--- src/rtl/ipv4f_pkg.sv ---
// Shared types, constants and digit helpers for the dotted-quad formatter.
package ipv4f_pkg;

	localparam logic [5:0] CHAR_ZERO = 6'd48;
	localparam logic [5:0] CHAR_DOT  = 6'd46;
	localparam logic [3:0] DOT_COUNT = 4'd3;
	localparam logic [1:0] LAST_OCTET = 2'd3;

	typedef enum logic {
		ST_IDLE,
		ST_RUN
	} ctrl_state_t;

	typedef enum logic [1:0] {
		PH_HUND,
		PH_TENS,
		PH_ONES,
		PH_DOT
	} phase_t;

	typedef struct packed {
		logic load;
		logic step;
	} dp_cmd_t;

	typedef struct packed {
		logic last;
	} dp_status_t;

	typedef struct packed {
		logic [3:0] hund;
		logic [3:0] tens;
		logic [3:0] ones;
	} digits_t;

	// Decimal digits of one octet; tens by reciprocal multiply (exact below 100).
	function automatic digits_t octet_digits(input logic [7:0] v);
		digits_t    d;
		logic [7:0] r;
		logic [14:0] p;
		logic [7:0] t10;
		if (v >= 8'd200) begin
			d.hund = 4'd2;
			r      = v - 8'd200;
		end else if (v >= 8'd100) begin
			d.hund = 4'd1;
			r      = v - 8'd100;
		end else begin
			d.hund = 4'd0;
			r      = v;
		end
		p      = 15'({8'd0, r[6:0]} * 15'd205);
		d.tens = p[14:11];
		t10    = {1'b0, d.tens, 3'd0} + {3'd0, d.tens, 1'b0};
		d.ones = 4'(r - t10);
		return d;
	endfunction

	// Printed digit count of one octet.
	function automatic logic [1:0] octet_width(input logic [7:0] v);
		logic [1:0] w;
		if (v >= 8'd100) begin
			w = 2'd3;
		end else if (v >= 8'd10) begin
			w = 2'd2;
		end else begin
			w = 2'd1;
		end
		return w;
	endfunction

	// First digit phase of an octet (no leading zeros).
	function automatic phase_t first_phase(input logic [7:0] v);
		phase_t ph;
		if (v >= 8'd100) begin
			ph = PH_HUND;
		end else if (v >= 8'd10) begin
			ph = PH_TENS;
		end else begin
			ph = PH_ONES;
		end
		return ph;
	endfunction

endpackage

--- src/rtl/ipv4f_ctrl.sv ---
// Controller state machine: sequences load and one character step per cycle.
module ipv4f_ctrl (
	input  logic                 clk,
	input  logic                 arst_n,
	input  logic                 start,
	output logic                 busy,
	output ipv4f_pkg::dp_cmd_t   cmd,
	input  ipv4f_pkg::dp_status_t status
);

	ipv4f_pkg::ctrl_state_t state_q, state_d;
	logic accept;

	assign accept = start && !busy;

	always_ff @(posedge clk or negedge arst_n) begin
		if (!arst_n) begin
			state_q <= ipv4f_pkg::ST_IDLE;
		end else begin
			state_q <= state_d;
		end
	end

	always_comb begin
		state_d = state_q;
		unique case (state_q)
			ipv4f_pkg::ST_IDLE: begin
				if (accept) begin
					state_d = ipv4f_pkg::ST_RUN;
				end
			end
			ipv4f_pkg::ST_RUN: begin
				if (status.last && !accept) begin
					state_d = ipv4f_pkg::ST_IDLE;
				end
			end
			default: state_d = ipv4f_pkg::ST_IDLE;
		endcase
	end

	// next item may be taken on the cycle the last character is generated
	always_comb begin
		busy = 1'b0;
		cmd  = '0;
		unique case (state_q)
			ipv4f_pkg::ST_IDLE: begin
				busy     = 1'b0;
				cmd.step = 1'b0;
			end
			ipv4f_pkg::ST_RUN: begin
				busy     = !status.last;
				cmd.step = 1'b1;
			end
			default: begin
				busy     = 1'b0;
				cmd.step = 1'b0;
			end
		endcase
		cmd.load = accept;
	end

endmodule

--- src/rtl/ipv4f_datapath.sv ---
// Datapath: address and length registers, octet/digit position, output register.
module ipv4f_datapath (
	input  logic                  clk,
	input  logic                  arst_n,
	input  logic [31:0]           ip_address,
	input  ipv4f_pkg::dp_cmd_t    cmd,
	output ipv4f_pkg::dp_status_t status,
	output logic                  strobe,
	output logic [5:0]            text_char,
	output logic                  is_last,
	output logic [3:0]            text_length
);

	logic [31:0]       addr_q;
	logic [3:0]        len_q;
	logic [1:0]        oct_q;
	ipv4f_pkg::phase_t phase_q;
	logic              strobe_q;
	logic [5:0]        char_q;
	logic              last_q;
	logic [3:0]        len_out_q;

	logic [7:0]        cur_oct;
	logic [7:0]        nxt_oct;
	logic [1:0]        oct_nxt;
	ipv4f_pkg::digits_t dig;
	logic [5:0]        cur_char;
	logic              cur_last;
	logic [3:0]        load_len;
	ipv4f_pkg::phase_t phase_nxt;

	assign oct_nxt = oct_q + 2'd1;
	assign cur_oct = addr_q[{oct_q, 3'd0} +: 8];
	assign nxt_oct = addr_q[{oct_nxt, 3'd0} +: 8];
	assign dig     = ipv4f_pkg::octet_digits(cur_oct);

	assign load_len = ipv4f_pkg::DOT_COUNT
		+ {2'd0, ipv4f_pkg::octet_width(ip_address[7:0])}
		+ {2'd0, ipv4f_pkg::octet_width(ip_address[15:8])}
		+ {2'd0, ipv4f_pkg::octet_width(ip_address[23:16])}
		+ {2'd0, ipv4f_pkg::octet_width(ip_address[31:24])};

	assign cur_last = (phase_q == ipv4f_pkg::PH_ONES) && (oct_q == ipv4f_pkg::LAST_OCTET);
	assign status.last = cur_last;

	always_comb begin
		cur_char  = ipv4f_pkg::CHAR_DOT;
		phase_nxt = phase_q;
		unique case (phase_q)
			ipv4f_pkg::PH_HUND: begin
				cur_char  = ipv4f_pkg::CHAR_ZERO + {2'd0, dig.hund};
				phase_nxt = ipv4f_pkg::PH_TENS;
			end
			ipv4f_pkg::PH_TENS: begin
				cur_char  = ipv4f_pkg::CHAR_ZERO + {2'd0, dig.tens};
				phase_nxt = ipv4f_pkg::PH_ONES;
			end
			ipv4f_pkg::PH_ONES: begin
				cur_char  = ipv4f_pkg::CHAR_ZERO + {2'd0, dig.ones};
				phase_nxt = ipv4f_pkg::PH_DOT;
			end
			ipv4f_pkg::PH_DOT: begin
				cur_char  = ipv4f_pkg::CHAR_DOT;
				phase_nxt = ipv4f_pkg::first_phase(nxt_oct);
			end
			default: begin
				cur_char  = ipv4f_pkg::CHAR_DOT;
				phase_nxt = ipv4f_pkg::PH_ONES;
			end
		endcase
	end

	always_ff @(posedge clk or negedge arst_n) begin
		if (!arst_n) begin
			oct_q    <= 2'd0;
			phase_q  <= ipv4f_pkg::PH_ONES;
			strobe_q <= 1'b0;
		end else begin
			strobe_q <= cmd.step;
			if (cmd.load) begin
				oct_q   <= 2'd0;
				phase_q <= ipv4f_pkg::first_phase(ip_address[7:0]);
			end else if (cmd.step) begin
				phase_q <= phase_nxt;
				if (phase_q == ipv4f_pkg::PH_DOT) begin
					oct_q <= oct_nxt;
				end
			end
		end
	end

	always_ff @(posedge clk) begin
		if (cmd.load) begin
			addr_q <= ip_address;
			len_q  <= load_len;
		end
		if (cmd.step) begin
			char_q    <= cur_char;
			last_q    <= cur_last;
			len_out_q <= len_q;
		end
	end

	assign strobe      = strobe_q;
	assign text_char   = char_q;
	assign is_last     = last_q;
	assign text_length = len_out_q;

endmodule

--- src/rtl/ipv4_dotted_quad_formatter_unit.sv ---
// Top level of the IPv4 dotted-quad formatter.
//
//  channel   handshake          payload
//  -------   ----------------   ---------------------------------
//  input     start / busy       ip_address[31:0]
//  result    strobe             text_char[5:0] is_last text_length[3:0]
//
// One item gives 7 to 15 characters, one per cycle from the digit sequencer;
// the first is produced after the load is registered, then captured in the
// output register. A new item is taken on the cycle the previous last character
// is generated, so items follow without a gap. Results are not held off by the
// receiver. Reset clears the sequencer and the strobe; no result follows reset.
module ipv4_dotted_quad_formatter_unit (
	input  logic        clk,
	input  logic        arst_n,
	input  logic        start,
	output logic        busy,
	input  logic [31:0] ip_address,
	output logic        strobe,
	output logic [5:0]  text_char,
	output logic        is_last,
	output logic [3:0]  text_length
);

	ipv4f_pkg::dp_cmd_t    cmd;
	ipv4f_pkg::dp_status_t status;

	ipv4f_ctrl u_ctrl (
		.clk    (clk),
		.arst_n (arst_n),
		.start  (start),
		.busy   (busy),
		.cmd    (cmd),
		.status (status)
	);

	ipv4f_datapath u_dp (
		.clk         (clk),
		.arst_n      (arst_n),
		.ip_address  (ip_address),
		.cmd         (cmd),
		.status      (status),
		.strobe      (strobe),
		.text_char   (text_char),
		.is_last     (is_last),
		.text_length (text_length)
	);

endmodule

--- config.mk ---
export PLATFORM = sky130hd
export DESIGN_NAME = ipv4_dotted_quad_formatter_unit
export DESIGN_NICKNAME = d
export VERILOG_FILES = /design/src/rtl/ipv4f_pkg.sv /design/src/rtl/ipv4f_ctrl.sv /design/src/rtl/ipv4f_datapath.sv /design/src/rtl/ipv4_dotted_quad_formatter_unit.sv
export SDC_FILE = /design/constraint.sdc
export NUM_CORES = 1
export LEC_CHECK = 0
export BUFFER_PORTS_ARGS = -buffer_cell sky130_fd_sc_hd__clkbuf_2
export CAP_MARGIN = 20
export CORE_MARGIN = 4
export CORE_UTILIZATION = 47
export CTS_CLUSTER_SIZE = 14
export DETAILED_ROUTE_END_ITERATION = 7
export MAX_ROUTING_LAYER = met4
export PLACE_DENSITY = 0.75
export SLEW_MARGIN = 20
export SYNTH_ARGS = -nofsm -noshare
export SYNTH_HDL_FRONTEND = slang
export SYNTH_HIERARCHICAL = 1
export SYNTH_SLANG_ARGS = --single-unit
--- constraint.sdc ---
create_clock -name clk -period 9.4 [get_ports clk]
set_clock_uncertainty 0.15 [all_clocks]
set_input_delay 0 -clock clk [delete_from_list [all_inputs] [get_ports clk]]
set_output_delay 0 -clock clk [all_outputs]
set_load 0.02 [all_outputs]
# Yosys cells after proc, flatten, opt, wreduce, memory -nomap -nowiden
# Cells that the tools add are included.
# Widths: inputs -> output; s select.
# word_totals
register_bits	53
elab_cells	79
input_bits	35
# classes
reduce_logical	10
order_cmp	12
n_mux	28
shifts	2
multipliers	1
eq_ne	4
add_sub_neg	12
bitwise_logic	1
# ops
operator	n
$shiftx 32x6->8	2
$ge 8x7->1 const B	6
$ge 8x4->1 const B	5
$mux 2	18
$pmux 6 s4	1
$mul 7x8->15 const B	1
$mux 7	2
$sub 7x7->7 const B	2
$add 4x2->4	3
$add 5x5->6 const A	2
$ge 8x8->1 const B	1
$pmux 2 s4	1
$add 5x3->6 const A	1
$eq 2x2->1 const B	3
$pmux 1 s2	3
$add 4x4->4	1
$reduce_bool 2->1	2
$sub 4x4->4	1
$add 2x2->3 const A	1
$logic_and 1x1->1	3
$logic_not 1->1	3
$mux 1	3
$add 2x1->2 const B	1
$eq 2x1->1 const B	1
other kinds (3)	3

# Depth between registers and ports, before layout
# Gate-level depths: netlist of the first run.
# logic_depth
word_depth	10
mapped_depth	35
ltp_nobuf	34

# Hierarchy
# Netlist of the first run, hierarchy kept.
# by_module_without_submodules
module	n_inst	area_per_inst_um2	seq_area_each_um2	cells_per_inst
ipv4f_datapath	1	3707.3	1507.7	298
ipv4f_ctrl	1	72.6	25.0	7

# Worst setup path before layout of the first run
# OpenSTA, ideal clock, no wires.
# synth_path
path_kind	register to register
startpoint	register u_dp.oct_q[0]
endpoint	register u_dp.char_q[3], in the netlist u_dp/text_char[3] (data pin)
slack_ps	1776
path_buffers	1
required_time_ps	8989
stages_incl_launch_ff	35
setup_ps	261
arrival_ps	7213
path_cell_list	dfrtp_1 > buf_6 > mux4_1 > inv_1 > ha_1 > inv_1 > or2_4 > a211oi_4 > nor2_1 > nand2_1 > xnor2_1 > nand2_1 > o21ai_0 > ha_1 > ha_1 > fa_1 > inv_1 > fa_1 > inv_1 > ha_1 > and4_1 > nand2_1 > nor4_1 > a211oi_4 > a211oi_2 > o21a_1 > nor2_1 > ha_1 > nor2b_1 > or3_1 > mux2i_1 > nor3_1 > xnor2_1 > xnor2_1 > a221o_1
# synth_between
elab_chain_cells	9
word_cells_on_any_way	16
classes_between	add/sub: 7; mul: 1; order compare: 2; shift: 1; mux: 5
# synth_rtl
item	line	source
start: declaration	ipv4f_datapath.sv:16	logic [1:0] oct_q;
start signal: assignment	ipv4f_datapath.sv:86	oct_q <= oct_nxt;
$shiftx 32x6->8 *	ipv4f_datapath.sv:33	assign cur_oct = addr_q[{oct_q, 3'd0} +: 8];
$sub 7x7->7 / $ge 8x7->1 (equally long branches)	ipv4f_pkg.sv:47, ipv4f_pkg.sv:45	
$mux 7	ipv4f_pkg.sv:45	end else if (v >= 8'd100) begin
$mux 7	ipv4f_pkg.sv:42	if (v >= 8'd200) begin
$mul 7x8->15	ipv4f_pkg.sv:52	p = 15'({8'd0, r[6:0]} * 15'd205);
$add 4x4->4	ipv4f_pkg.sv:54	t10 = {1'b0, d.tens, 3'd0} + {3'd0, d.tens, 1'b0};
$sub 4x4->4	ipv4f_pkg.sv:55	d.ones = 4'(r - t10);
$add 5x5->6	ipv4f_datapath.sv:59	cur_char = ipv4f_pkg::CHAR_ZERO + {2'd0, dig.ones};
$pmux 6 s4 *	ipv4f_datapath.sv:49	unique case (phase_q)
named net u_dp.cur_char[3]	ipv4f_datapath.sv:27	logic [5:0] cur_char;
end signal: assignment	ipv4f_datapath.sv:98	char_q <= cur_char;
end: declaration	ipv4f_datapath.sv:19	logic [5:0] char_q;
# Mark *: on every way through the listed nets, which the timed path passes. The rest lies on a longest branch.
# A chain may end at the register's enable or synchronous reset.

# Worst setup path in the final report of the first run
# layout_path
startpoint	register u_dp.oct_q[1]
endpoint	register u_dp.char_q[3], in the netlist u_dp/text_char[3] (data pin)
# Same word-level chain as after synthesis.

==> impl_metrics.env, run 1 <==
export IMPL_status="finished clean"
export IMPL_syn_inst=305
export IMPL_fin_nets=477
export IMPL_core_um2=7770
export IMPL_cts_sinks=52
export IMPL_antenna_found_initial=0
export IMPL_r2r_setup_slack_ns=1.26
export IMPL_postCtsSetupBuffers=0
export IMPL_clk_pin_slew_ns=0.09
export IMPL_worstPathArrival_ns=8.05
export IMPL_insertion_delay_ns=0.29
export IMPL_start_kind="flip-flop"
export IMPL_tns_ns=0
export IMPL_slew_headroom_pct=57.0
export IMPL_hold_class="input pin to async pin"
export IMPL_critPathMaxStageDelay_ns=0.62
export IMPL_die_area_um2=9540
export IMPL_hpwlAfterDp_um=5830
export IMPL_drive_gt1_share_pct=20.3
export IMPL_fmax_mhz=123
export IMPL_r2r_end="u_dp/text_char[3]"
export IMPL_drc_errors=0
export IMPL_gr_total_overflow=0
export IMPL_cp_startpoint="u_dp/oct_q[1]"
export IMPL_synth_seq_cells=52
export IMPL_path_common_cell="ha_1"
export IMPL_async_reset_ff_share_pct=11.5
export IMPL_crit_fanout=11
export IMPL_grt_setup_unrepaired="no"
export IMPL_reg2reg_depth=30
export IMPL_crit_required_ns=9.31
export IMPL_cp_endpoint="u_dp/text_char[3]"
export IMPL_tightest_slew_ns=0.645
export IMPL_cap_viol_max_count=0
export IMPL_cts_root_buffer="clkbuf_8"
export IMPL_drt_initial_drc_count=166
export IMPL_synth_area_per_cell_um2=12.4
export IMPL_path_delay_family="adder cells"
export IMPL_grt_pass1_vias=2821
export IMPL_critPathCaptureType="flip-flop"
export IMPL_cts_buffers=5
export IMPL_htree_levels=2
export IMPL_setup_violations=0
export IMPL_gp_congestion=0.877
export IMPL_diodes=0
export IMPL_synth_nets=398
export IMPL_io_buffers=46
export IMPL_hold_violations=0
export IMPL_period_needed_ns=8.14
export IMPL_grtUsageTotal_pct=17.8
export IMPL_drt_pass1_iterations=4
export IMPL_grt_max_degree=43
export IMPL_io_pin_count=48
export IMPL_ys_seq_area_share_pct=40.5
export IMPL_synth_edf_count=46
export IMPL_critPathSlowestCell="dfrtp_1"
export IMPL_grt_first_pass_wirelength_um=13400
export IMPL_netlist_area_um2=3780
export IMPL_postRouteAntennaNets=0
export IMPL_dieHeight_um=97.7
export IMPL_syn2layout_area_growth_pct=20.2
export IMPL_yosysWarnings=6
export IMPL_fin_crit_sh_pct=86.6
export IMPL_vias_per_cell=5.45
export IMPL_drt_wl_total_um=7740
export IMPL_vias=2653
export IMPL_die_w_um=97.7
export IMPL_ys_flop_type="edfxtp_1"
export IMPL_critPathKind="flip-flop to flip-flop"
export IMPL_clockBufferDepth=2
export IMPL_final_max_slew_viol_count=0
export IMPL_initial_utilization_pct=48.7
export IMPL_cp_num_buf_inv=4
export IMPL_r2r_start="u_dp/oct_q[1]"
export IMPL_wl_per_cell_um=15.9
export IMPL_num_rows=32
export IMPL_cp_num_cells=30
export IMPL_cts_tree="done"
export IMPL_synth_cell_types=50
==> worst min-delay path by stage <==
stage	to	slack, ns
2_1_floorplan	u_ctrl/state_q	-0.45
3_3_place_gp	u_ctrl/state_q	-0.30
6_report	u_dp/phase_q[1]	0.04
3_5_place_dp	u_dp/strobe	-0.30
5_1_grt	u_dp/phase_q[1]	0.05
4_1_cts	u_dp/phase_q[1]	0.02
==> sequential cells by signal (all words and copies together), names as in the netlist <==
register / cells
u_dp/addr_q: 32
u_dp/text_char: 5
u_ctrl/state_q: 1
u_dp/len_q: 4
u_dp/text_length: 4
u_dp/strobe: 1
u_dp/is_last: 1
u_dp/phase_q: 2
u_dp/oct_q: 2
==> metrics by stage <==
stage               utilization (%)  hold slack (ns)  instance area (µm²)  setup WS (ns)  cells
floorplan                         -           -0.446                 3780           1.78    305
global placement               52.6           -0.301                 4080           1.46    444
detailed placement             52.6           -0.298                 4080           1.30    444
CTS                            58.5           0.0223                 4540           1.27    487
global route                   58.5           0.0472                 4540          0.804    487
finish                         58.5           0.0354                 4540           1.26    487
==> cells by family after synthesis <==
family / synth area share [%]
AO/OA/AOI/OAI: 8.87
other: 0.0992
adder cells (fa/ha/maj): 21.6
flip-flops: 40.5
multiplexers: 11.0
buffers and inverters: 4.73
XOR/XNOR: 3.01
AND/OR/NAND/NOR: 10.2
==> synthesized netlist by cell type, types with 4 or more instances <==
cell type  number  share of area [%]
mux4_2         12                7.1
a21o_1          5               0.99
buf_4           4               0.79
a21oi_1         9                1.2
nor2_1         18                1.8
xnor2_1         9                2.1
mux2i_1         4                1.1
ha_1           46                 15
o21ai_0         9                1.2
dfrtp_1         5                3.3
nand2_1        22                2.2
xor2_1          4               0.93
a31oi_1         6               0.99
mux4_1          4                2.8
edfxtp_1       46                 37
inv_1          31                3.1
fa_1           12                6.4
nor3_1          7               0.93
==> per-layer routing <==
layer  GRT usage [%]  vias up  share of wire, %
met4            5.22        0               2.3
met1            21.0     1261                42
li1                -     1286                 -
met2            31.4       86                51
met3            2.94       20               4.5
met5               -        -                 0
==> layout by cell type (no fill, tap or decap), types with 4 or more instances in the layout <==
| master | Yosys | final |
|---|---|---|
| nor3_1 | 7 | 7 |
| nor2_1 | 18 | 18 |
| mux2i_1 | 4 | 4 |
| a21oi_1 | 9 | 9 |
| mux4_2 | 12 | 12 |
| a21o_1 | 5 | 5 |
| mux4_1 | 4 | 4 |
| xor2_1 | 4 | 4 |
| clkbuf_8 | 0 | 5 |
| dlygate4sd3_1 | 0 | 35 |
| clkbuf_2 | 0 | 46 |
| fa_1 | 12 | 12 |
| inv_1 | 31 | 31 |
| nand2_1 | 22 | 22 |
| ha_1 | 46 | 46 |
| a31oi_1 | 6 | 6 |
| xnor2_1 | 9 | 9 |
| edfxtp_1 | 46 | 46 |
| o21ai_0 | 9 | 9 |
| dfrtp_1 | 5 | 5 |
==> timing repair <==
action,4_1_cts,5_1_grt
hold buffers,35,0
endpoints found under the hold margin,41,0
gates resized for setup,0,0
==> final cells by class <==
type | count | area [µm²]
sequential | 52 | 1530
clock buffer | 5 | 68.8
multi-input combinational | 212 | 2070
inverter | 31 | 116
fill | 615 | 3220
clock inverter | 3 | 42.5
tap | 102 | 128
timing repair buffer | 82 | 588
Power of run 1 is not shown: default switching activity piles up to over one toggle a cycle in this logic, so the estimate is an artifact.
==> inputs of run 2 (changes only) <==
REMOVE_ABC_BUFFERS = 1   (was not set)
==> run 2 against run 1 <==
Net effect:
- non-clock buffer count unchanged
- setup slack better by 0.014 ns
- die area unchanged
==> impl_metrics.env, run 2 (same netlist as run 1, synthesis figures left out) <==
export IMPL_grt_max_degree=43
export IMPL_grtUsageTotal_pct=17.9
export IMPL_path_common_cell="ha_1"
export IMPL_slew_headroom_pct=56.6
export IMPL_reg2reg_depth=30
export IMPL_critPathSlowestCell="dfrtp_1"
export IMPL_hpwlAfterDp_um=5720
export IMPL_start_kind="flip-flop"
export IMPL_cts_tree="done"
export IMPL_layout_cells_non_filler=487
export IMPL_vias=2678
export IMPL_wl_per_cell_um=16.3
export IMPL_status="finished clean"
export IMPL_period_needed_ns=8.13
export IMPL_crit_required_ns=9.31
export IMPL_htree_levels=2
export IMPL_fmax_mhz=123
export IMPL_setup_violations=0
export IMPL_placed_cells=444
export IMPL_path_delay_family="adder cells"
export IMPL_tightest_slew_ns=0.651
export IMPL_hold_class="input pin to async pin"
export IMPL_grt_pass1_vias=2823
export IMPL_cts_sinks=52
export IMPL_gp_congestion=0.894
export IMPL_fin_crit_sh_pct=86.5
export IMPL_insertion_delay_ns=0.30
export IMPL_syn2layout_area_growth_pct=20.2
export IMPL_io_buffers=46
export IMPL_grt_first_pass_wirelength_um=13500
export IMPL_initial_utilization_pct=48.7
export IMPL_drt_pass1_iterations=4
export IMPL_tns_ns=0
export IMPL_core_um2=7770
export IMPL_hold_violations=0
export IMPL_antenna_found_initial=0
export IMPL_cp_num_buf_inv=4
export IMPL_diodes=0
export IMPL_postRouteAntennaNets=0
export IMPL_critPathKind="flip-flop to flip-flop"
export IMPL_postCtsSetupBuffers=0
export IMPL_max_flop_register="u_dp/addr_q"
export IMPL_die_w_um=97.7
export IMPL_num_rows=32
export IMPL_io_pin_count=48
export IMPL_drive_gt1_share_pct=20.3
export IMPL_drt_initial_drc_count=156
export IMPL_vias_per_cell=5.50
export IMPL_crit_fanout=11
export IMPL_grt_setup_unrepaired="no"
export IMPL_cts_buffers=5
export IMPL_gr_total_overflow=0
export IMPL_final_fill_count=646
export IMPL_final_max_slew_viol_count=0
export IMPL_largest_register_ffs=32
export IMPL_fin_nets=477
export IMPL_critPathCaptureType="flip-flop"
export IMPL_worstPathArrival_ns=8.03
export IMPL_drc_errors=0
export IMPL_mostFrequentLayoutCells="46 x clkbuf_2, 46 x ha_1, 46 x edfxtp_1, 35 x dlygate4sd3_1, 31 x inv_1"
export IMPL_drt_wl_total_um=7920
export IMPL_cts_root_buffer="clkbuf_8"
export IMPL_cp_num_cells=30
export IMPL_dieHeight_um=97.7
export IMPL_clockBufferDepth=2
export IMPL_clk_pin_slew_ns=0.09
export IMPL_die_area_um2=9540
export IMPL_critPathMaxStageDelay_ns=0.61
export IMPL_cap_viol_max_count=0
run 2: per-layer routing:
| layer | up-vias | global-route usage (%) | part of all wire, % |
|---|---|---|---|
| met5 | - | - | 0 |
| met4 | 0 | 5.11 | 2.0 |
| met3 | 12 | 3.09 | 3.9 |
| met2 | 86 | 32.0 | 54 |
| met1 | 1302 | 20.7 | 40 |
| li1 | 1278 | - | - |
run 2: layout make-up:
type / instances / area [µm²] / share of cell area, %
clock inverter: 3 / 42.5 / 0.936
multi-input combinational: 212 / 2070 / 45.5
tap: 102 / 128 / 2.81
timing repair buffer: 82 / 588 / 12.9
inverter: 31 / 116 / 2.56
sequential: 52 / 1530 / 33.7
clock buffer: 5 / 68.8 / 1.51
run 2: final timing paths:
check | startpoint | end | slack [ns]
hold / removal | arst_n | u_dp/phase_q[1] | 0.03
setup / recovery | u_dp/oct_q[1] | u_dp/text_char[3] | 1.27
setup reg to reg | u_dp/oct_q[1] | u_dp/text_char[3] | 1.27
min in group clk | ip_address[8] | u_dp/addr_q[8] | 0.26
max in group asynchronous | arst_n | u_dp/oct_q[0] | 8.35
hold reg to reg | u_dp/len_q[0] | u_dp/text_length[0] | 0.28
run 2: what timing repair did:
action / CTS / global route
hold buffers: 35 / 0
resized for setup: 0 / 0
hold endpoints to repair: 41 / 0
run 2: metrics by stage:
stage	area, µm²	utilization [%]	worst slack [ns]	hold WS [ns]
finish	4540	58.5	1.27	0.0327
global route	4540	58.5	0.681	0.0386
CTS	4540	58.5	1.29	0.0301
detailed placement	4080	52.6	1.31	-0.299
global placement	4080	52.6	1.50	-0.301
floorplan	3720	-	1.43	-0.446
Power of run 2 is left out for the same reason.
